File: src/rtl/core/sclp_pkg.sv
// sclp_pkg: shared types, constants and name tables for the command line parser
// used by every module under rtl/core; depends on nothing

package sclp_pkg;

	localparam int LINE_DEPTH = 32;
	localparam int NAME_SPACE = 10;
	localparam int NAME_COUNT = 6;
	localparam int NAME_CHARS = 4;

	localparam int CNT_W = $clog2(LINE_DEPTH + 1);

	localparam int FIFO_DEPTH = 4;
	localparam int FIFO_AW = $clog2(FIFO_DEPTH);
	localparam int FIFO_CW = $clog2(FIFO_DEPTH + 1);

	localparam logic [30:0] MAG_LIMIT = 31'h7FFF_FFFF;

	localparam logic [7:0] CH_SEMI = 8'h3B;
	localparam logic [7:0] CH_EQ = 8'h3D;
	localparam logic [7:0] CH_SPACE = 8'h20;
	localparam logic [7:0] CH_CR = 8'h0D;
	localparam logic [7:0] CH_LF = 8'h0A;
	localparam logic [7:0] CH_TAB = 8'h09;
	localparam logic [7:0] CH_VT = 8'h0B;
	localparam logic [7:0] CH_FF = 8'h0C;
	localparam logic [7:0] CH_PLUS = 8'h2B;
	localparam logic [7:0] CH_MINUS = 8'h2D;
	localparam logic [7:0] CH_ZERO = 8'h30;
	localparam logic [7:0] CH_NINE = 8'h39;

	localparam int OUT_BYTES = (2 + 3 + 32 + 7) / 8;

	typedef enum logic [1:0] {
		ST_KNOWN    = 2'd0,
		ST_UNKNOWN  = 2'd1,
		ST_OVERFLOW = 2'd2,
		ST_LONG     = 2'd3
	} status_t;

	typedef enum logic [2:0] {
		CMD_NONE = 3'd0,
		CMD_SH   = 3'd1,
		CMD_ICG  = 3'd2,
		CMD_AVG  = 3'd3,
		CMD_DATA = 3'd4,
		CMD_RUN  = 3'd5,
		CMD_STOP = 3'd6
	} cmd_t;

	// classified character handed from front to back
	typedef struct packed {
		logic                                  is_end;
		logic                                  is_eq;
		logic                                  is_digit;
		logic [3:0]                            digit;
		logic                                  is_sign;
		logic                                  is_minus;
		logic                                  is_space;
		logic [NAME_CHARS-1:0][NAME_COUNT-1:0] hit;
	} token_t;

	function automatic logic [7:0] name_char(input int k, input int p);
		logic [31:0] txt;
		begin
			unique case (k)
				0: txt = {8'h00, 8'h3D, 8'h48, 8'h53};
				1: txt = {8'h3D, 8'h47, 8'h43, 8'h49};
				2: txt = {8'h3D, 8'h47, 8'h56, 8'h41};
				3: txt = {8'h41, 8'h54, 8'h41, 8'h44};
				4: txt = {8'h00, 8'h4E, 8'h55, 8'h52};
				default: txt = {8'h50, 8'h4F, 8'h54, 8'h53};
			endcase
			name_char = txt[p*8 +: 8];
		end
	endfunction

	function automatic logic [2:0] name_len(input int k);
		begin
			unique case (k)
				0, 4: name_len = 3'd3;
				default: name_len = 3'd4;
			endcase
		end
	endfunction

endpackage

File: src/rtl/core/sclp_front.sv
// sclp_front: input stage, drops blanks and classifies each character
// depends on sclp_pkg; feeds sclp_queue

module sclp_front (
	input  logic              clk,
	input  logic              arst_n,
	input  logic              in_valid,
	output logic              in_ready,
	input  logic [7:0]        in_byte,
	output logic              push,
	output sclp_pkg::token_t  tok,
	input  logic              full
);

	logic             valid_s1;
	sclp_pkg::token_t tok_s1;
	sclp_pkg::token_t tok_d;
	logic             drop;
	logic             take;

	assign drop = (in_byte == sclp_pkg::CH_SPACE) || (in_byte == sclp_pkg::CH_CR) ||
		(in_byte == sclp_pkg::CH_LF);
	assign in_ready = !valid_s1 || !full;
	assign take = in_valid && in_ready;
	assign push = valid_s1 && !full;
	assign tok = tok_s1;

	always_comb begin
		tok_d = '0;
		tok_d.is_end = (in_byte == sclp_pkg::CH_SEMI);
		tok_d.is_eq = (in_byte == sclp_pkg::CH_EQ);
		tok_d.is_digit = (in_byte >= sclp_pkg::CH_ZERO) && (in_byte <= sclp_pkg::CH_NINE);
		tok_d.digit = 4'(in_byte - sclp_pkg::CH_ZERO);
		tok_d.is_sign = (in_byte == sclp_pkg::CH_PLUS) || (in_byte == sclp_pkg::CH_MINUS);
		tok_d.is_minus = (in_byte == sclp_pkg::CH_MINUS);
		tok_d.is_space = (in_byte == sclp_pkg::CH_TAB) || (in_byte == sclp_pkg::CH_VT) ||
			(in_byte == sclp_pkg::CH_FF);
		for (int p = 0; p < sclp_pkg::NAME_CHARS; p++) begin
			for (int k = 0; k < sclp_pkg::NAME_COUNT; k++) begin
				tok_d.hit[p][k] = (sclp_pkg::name_char(k, p) == in_byte);
			end
		end
	end

	always_ff @(posedge clk or negedge arst_n) begin
		if (!arst_n) begin
			valid_s1 <= 1'b0;
		end else if (take) begin
			valid_s1 <= !drop;
		end else if (push) begin
			valid_s1 <= 1'b0;
		end
	end

	always_ff @(posedge clk) begin
		if (take) begin
			tok_s1 <= tok_d;
		end
	end

endmodule

File: src/rtl/core/sclp_queue.sv
// sclp_queue: short token queue between the classifier and the parser
// depends on sclp_pkg

module sclp_queue (
	input  logic              clk,
	input  logic              arst_n,
	input  logic              push,
	input  sclp_pkg::token_t  wr_tok,
	output logic              full,
	input  logic              pop,
	output logic              not_empty,
	output sclp_pkg::token_t  rd_tok
);

	sclp_pkg::token_t                 mem_q [sclp_pkg::FIFO_DEPTH];
	logic [sclp_pkg::FIFO_AW-1:0]     wr_ptr_q;
	logic [sclp_pkg::FIFO_AW-1:0]     rd_ptr_q;
	logic [sclp_pkg::FIFO_CW-1:0]     count_q;
	logic                             do_pop;

	assign full = (count_q == sclp_pkg::FIFO_CW'(sclp_pkg::FIFO_DEPTH));
	assign not_empty = (count_q != '0);
	assign rd_tok = mem_q[rd_ptr_q];
	assign do_pop = pop && not_empty;

	always_ff @(posedge clk or negedge arst_n) begin
		if (!arst_n) begin
			wr_ptr_q <= '0;
			rd_ptr_q <= '0;
			count_q <= '0;
		end else begin
			if (push) begin
				wr_ptr_q <= wr_ptr_q + 1'b1;
			end
			if (do_pop) begin
				rd_ptr_q <= rd_ptr_q + 1'b1;
			end
			if (push && !do_pop) begin
				count_q <= count_q + 1'b1;
			end else if (!push && do_pop) begin
				count_q <= count_q - 1'b1;
			end
		end
	end

	always_ff @(posedge clk) begin
		if (push) begin
			mem_q[wr_ptr_q] <= wr_tok;
		end
	end

endmodule

File: src/rtl/core/sclp_back.sv
// sclp_back: command state, name match, decimal conversion and result register
// depends on sclp_pkg; takes tokens from sclp_queue

module sclp_back (
	input  logic              clk,
	input  logic              arst_n,
	input  logic              tok_valid,
	input  sclp_pkg::token_t  tok,
	output logic              pop,
	output logic              res_valid,
	input  logic              res_ready,
	output sclp_pkg::status_t res_status,
	output sclp_pkg::cmd_t    res_code,
	output logic [31:0]       res_value
);

	localparam logic [sclp_pkg::CNT_W-1:0] DEPTH_C = sclp_pkg::CNT_W'(sclp_pkg::LINE_DEPTH);
	localparam logic [sclp_pkg::CNT_W-1:0] NAME_LIM = sclp_pkg::CNT_W'(sclp_pkg::NAME_SPACE - 2);

	logic [sclp_pkg::CNT_W-1:0]      char_count_q;
	logic [sclp_pkg::NAME_COUNT-1:0] match_mask_q;
	logic                            equals_seen_q;
	logic                            name_overlong_q;
	logic                            param_started_q;
	logic [30:0]                     magnitude_q;
	logic                            negative_q;
	logic                            stopped_q;

	logic                            out_valid_q;
	sclp_pkg::status_t               status_q;
	sclp_pkg::cmd_t                  code_q;
	logic [31:0]                     value_q;

	logic                            overflow;
	logic [sclp_pkg::NAME_COUNT-1:0] keep;
	logic [34:0]                     ten_m;
	logic [30:0]                     mag_next;
	sclp_pkg::status_t               end_status;
	sclp_pkg::cmd_t                  end_code;
	logic [31:0]                     end_value;
	logic [sclp_pkg::NAME_COUNT-1:0] ok;

	assign pop = tok_valid && (!out_valid_q || res_ready);
	assign overflow = !tok.is_end && (char_count_q >= DEPTH_C);

	assign res_valid = out_valid_q;
	assign res_status = status_q;
	assign res_code = code_q;
	assign res_value = value_q;

	always_comb begin
		for (int k = 0; k < sclp_pkg::NAME_COUNT; k++) begin
			keep[k] = (char_count_q < sclp_pkg::CNT_W'(sclp_pkg::name_len(k))) &&
				tok.hit[char_count_q[1:0]][k];
		end
	end

	// times ten plus digit, saturated
	assign ten_m = ({4'b0, magnitude_q} << 3) + ({4'b0, magnitude_q} << 1) + 35'(tok.digit);
	assign mag_next = (ten_m > 35'(sclp_pkg::MAG_LIMIT)) ? sclp_pkg::MAG_LIMIT : ten_m[30:0];

	always_comb begin
		for (int k = 0; k < sclp_pkg::NAME_COUNT; k++) begin
			if (k < 3) begin
				ok[k] = match_mask_q[k] && equals_seen_q;
			end else begin
				ok[k] = match_mask_q[k] && !equals_seen_q &&
					(char_count_q == sclp_pkg::CNT_W'(sclp_pkg::name_len(k)));
			end
		end
		end_code = sclp_pkg::CMD_NONE;
		for (int k = sclp_pkg::NAME_COUNT - 1; k >= 0; k--) begin
			if (ok[k]) begin
				end_code = sclp_pkg::cmd_t'(3'(k + 1));
			end
		end
		end_value = '0;
		priority if (name_overlong_q) begin
			end_status = sclp_pkg::ST_LONG;
			end_code = sclp_pkg::CMD_NONE;
		end else if (end_code == sclp_pkg::CMD_NONE) begin
			end_status = sclp_pkg::ST_UNKNOWN;
		end else begin
			end_status = sclp_pkg::ST_KNOWN;
			if (end_code <= sclp_pkg::CMD_AVG) begin
				end_value = negative_q ? (32'd0 - {1'b0, magnitude_q}) : {1'b0, magnitude_q};
			end
		end
	end

	always_ff @(posedge clk or negedge arst_n) begin
		if (!arst_n) begin
			char_count_q <= '0;
			match_mask_q <= '1;
			equals_seen_q <= 1'b0;
			name_overlong_q <= 1'b0;
			param_started_q <= 1'b0;
			magnitude_q <= '0;
			negative_q <= 1'b0;
			stopped_q <= 1'b0;
			out_valid_q <= 1'b0;
		end else begin
			if (pop && (tok.is_end || overflow)) begin
				out_valid_q <= 1'b1;
			end else if (res_ready) begin
				out_valid_q <= 1'b0;
			end
			if (pop) begin
				if (tok.is_end || overflow) begin
					char_count_q <= '0;
					match_mask_q <= '1;
					equals_seen_q <= 1'b0;
					name_overlong_q <= 1'b0;
					param_started_q <= 1'b0;
					magnitude_q <= '0;
					negative_q <= 1'b0;
					stopped_q <= 1'b0;
				end else begin
					char_count_q <= char_count_q + 1'b1;
					if (equals_seen_q) begin
						if (!stopped_q) begin
							priority if (tok.is_digit) begin
								magnitude_q <= mag_next;
								param_started_q <= 1'b1;
							end else if (!param_started_q && tok.is_sign) begin
								negative_q <= tok.is_minus;
								param_started_q <= 1'b1;
							end else if (!param_started_q && tok.is_space) begin
								// leading white space skipped
							end else begin
								stopped_q <= 1'b1;
							end
						end
					end else begin
						match_mask_q <= match_mask_q & keep;
						if (tok.is_eq) begin
							equals_seen_q <= 1'b1;
						end else if (char_count_q >= NAME_LIM) begin
							name_overlong_q <= 1'b1;
						end
					end
				end
			end
		end
	end

	always_ff @(posedge clk) begin
		if (pop) begin
			if (overflow) begin
				status_q <= sclp_pkg::ST_OVERFLOW;
				code_q <= sclp_pkg::CMD_NONE;
				value_q <= '0;
			end else if (tok.is_end) begin
				status_q <= end_status;
				code_q <= end_code;
				value_q <= end_value;
			end
		end
	end

endmodule

File: src/rtl/core/serial_command_line_parser_unit.sv
// serial_command_line_parser_unit: top level of the serial command line parser
// depends on sclp_pkg, sclp_front, sclp_queue and sclp_back
//
// channel  | dir | width | contents
// s_axis   | in  | 8     | tdata: data_byte[7:0]
// m_axis   | out | 40    | tdata: status[1:0], command_code[4:2], argument_value[36:5]
//
// one byte per cycle sustained while m_axis accepts; m_axis_tvalid rises once a ';'
// or overflowing byte has passed the classifier stage, queue and result register
// reset is asynchronous and needs no clearing pass
// when m_axis stalls the parser holds, the four-entry queue and the classifier
// stage fill, then s_axis_tready drops

module serial_command_line_parser_unit (
	input  logic                               clk,
	input  logic                               arst_n,
	input  logic                               s_axis_tvalid,
	output logic                               s_axis_tready,
	input  logic [7:0]                         s_axis_tdata,  // data_byte[7:0]
	output logic                               m_axis_tvalid,
	input  logic                               m_axis_tready,
	// status[1:0], command_code[4:2], argument_value[36:5], zero[39:37]
	output logic [sclp_pkg::OUT_BYTES*8-1:0]   m_axis_tdata
);

	logic              push;
	logic              full;
	logic              pop;
	logic              not_empty;
	sclp_pkg::token_t  wr_tok;
	sclp_pkg::token_t  rd_tok;
	sclp_pkg::status_t status;
	sclp_pkg::cmd_t    code;
	logic [31:0]       value;

	sclp_front u_front (
		.clk      (clk),
		.arst_n   (arst_n),
		.in_valid (s_axis_tvalid),
		.in_ready (s_axis_tready),
		.in_byte  (s_axis_tdata),
		.push     (push),
		.tok      (wr_tok),
		.full     (full)
	);

	sclp_queue u_queue (
		.clk       (clk),
		.arst_n    (arst_n),
		.push      (push),
		.wr_tok    (wr_tok),
		.full      (full),
		.pop       (pop),
		.not_empty (not_empty),
		.rd_tok    (rd_tok)
	);

	sclp_back u_back (
		.clk        (clk),
		.arst_n     (arst_n),
		.tok_valid  (not_empty),
		.tok        (rd_tok),
		.pop        (pop),
		.res_valid  (m_axis_tvalid),
		.res_ready  (m_axis_tready),
		.res_status (status),
		.res_code   (code),
		.res_value  (value)
	);

	assign m_axis_tdata = {3'b000, value, code, status};

endmodule
File: config.mk
export PLATFORM = sky130hd
export DESIGN_NAME = serial_command_line_parser_unit
export DESIGN_NICKNAME = d
export VERILOG_FILES = /design/src/rtl/core/sclp_pkg.sv /design/src/rtl/core/sclp_front.sv /design/src/rtl/core/sclp_queue.sv /design/src/rtl/core/sclp_back.sv /design/src/rtl/core/serial_command_line_parser_unit.sv
export SDC_FILE = /design/constraint.sdc
export NUM_CORES = 1
export LEC_CHECK = 0
export ABC_AREA = 1
export BUFFER_PORTS_ARGS = -buffer_cell sky130_fd_sc_hd__buf_2
export CORE_MARGIN = 2
export CORE_UTILIZATION = 25
export CTS_BUF_LIST = sky130_fd_sc_hd__clkbuf_8
export CTS_CLUSTER_DIAMETER = 150
export CTS_CLUSTER_SIZE = 20
export DETAILED_ROUTE_END_ITERATION = 8
export PLACE_DENSITY = 0.42
export SYNTH_ARGS = -nofsm -noshare
export SYNTH_HDL_FRONTEND = slang
export SYNTH_SLANG_ARGS = --single-unit
export TNS_END_PERCENT = 50
File: constraint.sdc
create_clock -name clk -period 4.3 [get_ports clk]
set_input_delay 0.43 -clock clk [delete_from_list [all_inputs] [get_ports clk]]
set_output_delay 0.43 -clock clk [all_outputs]
set_load 0.03 [all_outputs]
==> results of run 1 <==
critical path, cell delays in order (launching register included):
cell and delay [ns]:
dfrtp_1 0.48, inv_2 0.25, nand2_1 0.08, a32o_1 0.27, fa_1 0.54, inv_1 0.06, ha_1 0.28, nand2_1 0.06
nand2_1 0.09, nand3_1 0.13, nand2_1 0.11, nand2_1 0.09, nand2_2 0.08, nand2_2 0.07, nand2_1 0.04, nand2_1 0.05
nand2_1 0.08, nor2_4 0.07, buf_4 0.37, nand3_1 0.13, nand2_1 0.08, nand2_1 0.05
repair_timing:
action / CTS / global route
hold endpoints to repair: 13 / 0
hold buffers: 1 / 0
resized for setup: 0 / 0
flip-flops by register name, indices dropped and copies added (netlist names), 3 cells and up:
signal,count
u_front.tok,25
u_queue.mem_q,100
u_back.magnitude_q,31
u_back.match_mask_q,6
u_back.res_code,3
u_queue.count_q,3
u_back.char_count_q,6
u_back.res_value,32
layout by cell type (no fill, tap or decap), drive strengths merged, types with 15 or more instances in the layout:
master    n
ha       69
o21ai    70
a21oi    59
nand2   407
o22ai    15
edfxtp  162
nor3     19
xnor2    22
xor2     19
nor2    176
clkbuf   15
dfrtp    51
nand3    91
inv     162
buf      65
area by class of cell:
type | instances | area [um2]
Fill cell | 5198 | 35200
Sequential cell | 219 | 6300
Multi-Input combinational cell | 1001 | 5220
Tap cell | 664 | 831
Inverter | 155 | 582
Timing Repair Buffer | 66 | 385
Clock buffer | 15 | 206
Clock inverter | 9 | 33.8
power groups by stage:
stage | Sequential (W) | Combinational (W) | Clock (W)
after CTS | 0.00325 | 0.00346 | 0.00107
final | 0.00325 | 0.00339 | 0.00101
after detailed placement | 0.00330 | 0.00344 | 0
after global routing | 0.00331 | 0.00383 | 0.00114
after floorplan | 0.00358 | 0.00198 | 0
after global placement | 0.00330 | 0.00343 | 0
layer usage:
| layer | up-vias | GRT usage [%] |
|---|---|---|
| met2 | 165 | 21.1 |
| met4 | 0 | 2.69 |
| li1 | 4739 | - |
| met1 | 4401 | 18.5 |
| met3 | 34 | 1.70 |
| met5 | - | 0 |
per-stage QoR:
step	total power (W)	setup slack (ns)
after floorplan	0.00557	0.845
after global placement	0.00673	0.704
after detailed placement	0.00673	0.679
after CTS	0.00778	0.666
after global routing	0.00827	0.340
final	0.00765	0.688
path summary, 6_finish.rpt:
check                                                   startpoint                                  to  slack (ns)  depth (start not counted)
worst min-delay path                                 m_axis_tready        u_back.res_valid$_DFFE_PN0P_        0.17                          4
max in group asynchronous                                   arst_n  u_back.match_mask_q[2]$_DFFE_PN1P_        2.82                          3
worst max-delay path               u_queue.rd_ptr_q[0]$_DFFE_PN0P_   u_back.magnitude_q[0]$_DFFE_PN0P_        0.69                         21
min in group asynchronous                                   arst_n  u_back.magnitude_q[25]$_DFFE_PN0P_        0.52                          2
worst min register to register  u_back.match_mask_q[1]$_DFFE_PN1P_  u_back.match_mask_q[1]$_DFFE_PN1P_        0.47                          2
worst max register to register     u_queue.rd_ptr_q[0]$_DFFE_PN0P_   u_back.magnitude_q[0]$_DFFE_PN0P_        0.69                         21
kinds of logic after synthesis:
group / synth area share [%]
DFF: 51.3
and+or+nand+nor: 23.6
buffers and inverters: 6.42
adders and majority gates: 7.52
AOI/OAI and AO/OA: 8.16
xor gates and xnor gates: 2.92
other: 0.0305
==> flow_metrics.tcl, run 1 <==
set metrics [dict create \
    dpl.hpwl_um 24000 \
    wl_met2_um 14900 \
    yosysMostFrequentCell "nand2_1" \
    grt_start_max_net_pins 47 \
    grt_pass1_vias 9010 \
    period_needed_ns 3.61 \
    clock.fmax_mhz 277 \
    drt_pre_antenna_iters 5 \
    status "completed" \
    insertion_delay_ns 0.55 \
    yosysWarningCount 0 \
    seqPwrFrac_pct 42.5 \
    finalInstanceArea_um2 13600 \
    gp_congestion 0.810 \
    drc_errors 0 \
    p_int_w 0.00424 \
    avgSynthCellArea_um2 8.70 \
    initial_core_util_pct 25.2 \
    avgRoutedWirePerCell_um 15.6 \
    cp.required_ns 4.73 \
    drt_iter0_markers 621 \
    die_x_um 226 \
    synth_area_um2 12300 \
    yosys-top-cells-count "nand2_1, nor2_1, edfxtp_1" \
    hold_path.class "in -> reg" \
    power.leakage_nw 6.25 \
    fin_nets 1541 \
    root_buffer "clkbuf_8" \
    hold-worst-slack_ns 0.172 \
    numCtsBuffers 14 \
    crit_fanout 31 \
    antenna_found_initial 0 \
    tightest_slew_ns 0.933 \
    synth_cell_types 48 \
    dp_cells 2104 \
    synth_top_area_share_pct 39.6 \
    ys_ff_latch 219 \
    stdcell_count 2129 \
    cts.clk_slew.worst_paths_ns 0.14 \
    synthCells 1411 \
    grt_pass1_wl_um 51900 \
    fin_skew_ns 0.0453 \
    clk_path_buf_depth 3 \
    finalCritPeriodShare_pct 84.0 \
    ant_nets 0 \
    synth_ff_type "edfxtp_1" \
    hold_violations 0 \
    synth_seq_area_share_pct 51.3 \
    io_buffer_count 50 \
    post_dp_cell_area_um2 13300 \
    htreeDepth 1 \
    cts_setup_buffers 0 \
    switching_share_pct 44.5 \
    synth_edf_count 162 \
    area_delta_synth_final_pct 10.4 \
    drive_gt1_share_pct 7.44 \
    rsz0062_at_grt "false" \
    ir_drop_mv 0.250 \
    cp-end-kind "flip-flop" \
    power_switching_w 0.00341 \
    cp.arrival_ns 4.04 \
    wl_um 33100 \
    path_class "reg -> reg" \
    p_clk_share_pct 13.2 \
    dr_wl_met3_um 1300 \
    io_pins 54 \
    drv_slew 0 \
    synth_area_leaders "edfxtp_1, nand2_1, dfrtp_1" \
    grt_use_total_pct 13.0 \
    final_util_pct 27.8 \
    grt_overflow 0 \
    dr.max_layer_used "met4" \
    finalSetupViolations 0 \
    slew_headroom_pct 37.7 \
    drv_cap 0 \
    die_height_um 226 \
    critPathLaunchType "flip-flop" \
    yosys.area.top_type "edfxtp_1" \
    cts.sinks 219 \
    viasPerCell 4.39 \
    m1WireLength_um 16400 \
    fin_setup_tns_ns 0 \
    power_frac_comb_pct 44.4 \
    design.die.area_um2 50900 \
    via_count 9339 \
    antenna_cells 0 \
    cts_tree "yes" \
    core_area_um2 48700 \
    rows 81 \
    async_flop_share_pct 26.0 \
    powerDensity_nw_per_um2 564 \
]
Power figures use the tool's default switching activity.
==> inputs of run 2 (changes only) <==
--- a/config.mk
+++ b/config.mk
@@ -13,7 +13,7 @@
 export CTS_CLUSTER_DIAMETER = 150
 export CTS_CLUSTER_SIZE = 20
 export DETAILED_ROUTE_END_ITERATION = 8
-export PLACE_DENSITY = 0.42
+export PLACE_DENSITY = 0.43
 export SYNTH_ARGS = -nofsm -noshare
 export SYNTH_HDL_FRONTEND = slang
 export SYNTH_SLANG_ARGS = --single-unit
==> constraint.sdc (replaced) <==
create_clock -name clk -period 2.9 [get_ports clk]
set_input_delay 0.29 -clock clk [delete_from_list [all_inputs] [get_ports clk]]
set_output_delay 0.29 -clock clk [all_outputs]
set_load 0.03 [all_outputs]
==> run 2 against run 1 <==
- die area unchanged
- non-clock buffer count up 68
- combinational power up 58%
- the flow now finishes with violations (setup timing)
- largest cell class unchanged
- hold slack worse by 0.13 ns
- utilization up 1.8 points
- critical path depth unchanged
- global-route usage up 0.41 points
- cell count up 3.2%
- final area up 6.3%
- clock power up 46%
- sequential power up 48%
- wire length up 3.0%
==> flow_metrics.tcl, run 2 (same netlist as run 1, synthesis figures left out) <==
set metrics [dict create \
    use_met2_pct 22.6 \
    design.die.area_um2 50900 \
    cp.arrival_ns 3.64 \
    fillers 5226 \
    io_pins 54 \
    r2r_start "u_queue.rd_ptr_q[0]$_DFFE_PN0P_" \
    rsz0062_at_grt "true" \
    rows 81 \
    numCtsBuffers 14 \
    use_met3_pct 1.26 \
    antenna_cells 0 \
    finalWorstSetupSlack_ns -0.271 \
    drive_gt1_share_pct 14.5 \
    drc_errors 0 \
    cp-end-kind "flip-flop" \
    status "finished with violations" \
    final_cell_mix "nand2_1, nor2_1, edfxtp_1" \
    worstSetupEndpoint "u_back.magnitude_q[29]$_DFFE_PN0P_" \
    fin_nets 1609 \
    io_buffer_count 50 \
    reg2reg_slack_ns -0.27 \
    die_height_um 226 \
    drv_cap 0 \
    fin_skew_ns 0.0335 \
    ir_drop_mv 0.407 \
    dpl.hpwl_um 25000 \
    gp_congestion 0.847 \
    grt_use_total_pct 13.4 \
    cts.sinks 219 \
    drt_pre_antenna_iters 5 \
    hold_path.class "in -> reg" \
    largest_register_ffs 100 \
    avgRoutedWirePerCell_um 15.5 \
    grt_start_max_net_pins 47 \
    cts.clk_slew.worst_paths_ns 0.14 \
    reg2reg_depth 21 \
    via_count 9500 \
    path_class "reg -> reg" \
    tightest_slew_ns 0.545 \
    fin_setup_tns_ns -7.15 \
    core_area_um2 48700 \
    wl_um 34100 \
    met1_usage_pct 18.7 \
    period_needed_ns 3.17 \
    insertion_delay_ns 0.54 \
    powerDensity_nw_per_um2 807 \
    cp-startpoint "u_queue.rd_ptr_q[0]$_DFFE_PN0P_" \
    drv_slew 0 \
    cp.required_ns 3.37 \
    grt_pass1_wl_um 53500 \
    clock.fmax_mhz 315 \
    die_x_um 226 \
    largest_register "u_queue.mem_q" \
    antenna_found_initial 0 \
    initial_core_util_pct 25.2 \
    cts_tree "yes" \
    violations "setup timing" \
    hold_violations 0 \
    slew_headroom_pct 63.3 \
    rr_endpoint "u_back.magnitude_q[29]$_DFFE_PN0P_" \
    root_buffer "clkbuf_8" \
    area_delta_synth_final_pct 17.4 \
    htreeDepth 1 \
    finalSetupViolations 31 \
    ant_nets 0 \
    grt_pass1_vias 9313 \
    pre_cts_slack_ns -0.260 \
    drt_iter0_markers 608 \
    finalCritPeriodShare_pct 109 \
    clk_path_buf_depth 3 \
    grt_overflow 0 \
    critPathLaunchType "flip-flop" \
    layout_commonest_cell "nand2_1" \
    viasPerCell 4.32 \
    power.leakage_nw 6.84 \
    crit_fanout 8 \
    grt-busiest-layer "met2" \
]
-- run 2: changes by cell type in the layout (fill, tap and decap cells not counted), sizes merged --
cell         previous run  this run
clkbuf                 15        18
buf                    65       129
dlygate4sd3             1         2
-- run 2: area by class of cell --
class                           instances  area, um2  share of cell area, %
Sequential cell                       219       6300                   43.7
Multi-Input combinational cell       1001       5410                   37.5
Timing Repair Buffer                  134       1050                   7.28
Tap cell                              664        831                   5.76
Inverter                              155        584                   4.05
Clock buffer                           15        206                   1.43
Clock inverter                          9       33.8                  0.234
-- run 2: what timing repair did --
action | 4_1_cts | 5_1_grt
pin swaps | 2 | 20
gates resized for setup | 16 | 37
hold buffers | 2 | 0
cloned | 2 | 3
endpoints found under the hold margin | 17 | 0
buffers inserted | 2 | 8
endpoints found under the setup margin | 31 | 31
-- run 2: worst min-delay path by stage --
stage,from,end,cells after the start
after floorplan,arst_n,u_back.char_count_q[0]$_DFFE_PN0P_,0
after CTS,s_axis_tdata[3],u_front.tok[30]$_DFFE_PP_,1
after global placement,arst_n,u_back.magnitude_q[27]$_DFFE_PN0P_,1
after global routing,s_axis_tdata[3],u_front.tok[30]$_DFFE_PP_,1
after detailed placement,arst_n,u_back.magnitude_q[27]$_DFFE_PN0P_,1
final,s_axis_tdata[3],u_front.tok[30]$_DFFE_PP_,1
-- run 2: power by group --
group / leakage, nW / total (W) / switching [W] / internal, W
logic: 4.39 / 0.00536 / 0.00374 / 0.00162
registers: 2.29 / 0.00480 / 0.000401 / 0.00440
clock network: 0.156 / 0.00147 / 0.000988 / 0.000487
-- run 2: routing by layer --
layer | vias to the layer above | wire, um
met2 | 132 | 16200
met4 | 0 | 481
li1 | 4887 | -
met5 | - | 0
met3 | 31 | 927
met1 | 4450 | 16500
-- run 2: through the flow --
step	hold slack, ns	utilization (%)	area (um2)	power (W)	std cells
floorplan	-0.00559	-	12300	0.00830	1413
global placement	0.260	28.2	13700	0.0101	2156
detailed placement	0.256	28.2	13700	0.0102	2156
CTS	0.0149	28.9	14100	0.0117	2186
global route	0.0127	29.6	14400	0.0125	2197
finish	0.0471	29.6	14400	0.0116	2197
-- run 2: worst max-delay path, cell delays in order, from the launching register on --
cell       delay (ns)
dfrtp_2          0.45
buf_6            0.12
a21oi_2          0.04
a32o_2           0.25
fa_1             0.51
buf_4            0.15
fa_2             0.35
inv_2            0.07
nand3_1          0.08
nand3_2          0.09
nand3_2          0.08
nand2_4          0.10
nand3_1          0.07
nand2_1          0.08
nand2_1          0.07
nand2_2          0.08
nor2_4           0.04
buf_12           0.13
clkbuf_16        0.16
nand3_1          0.09
nand2_1          0.06
nand2_1          0.07
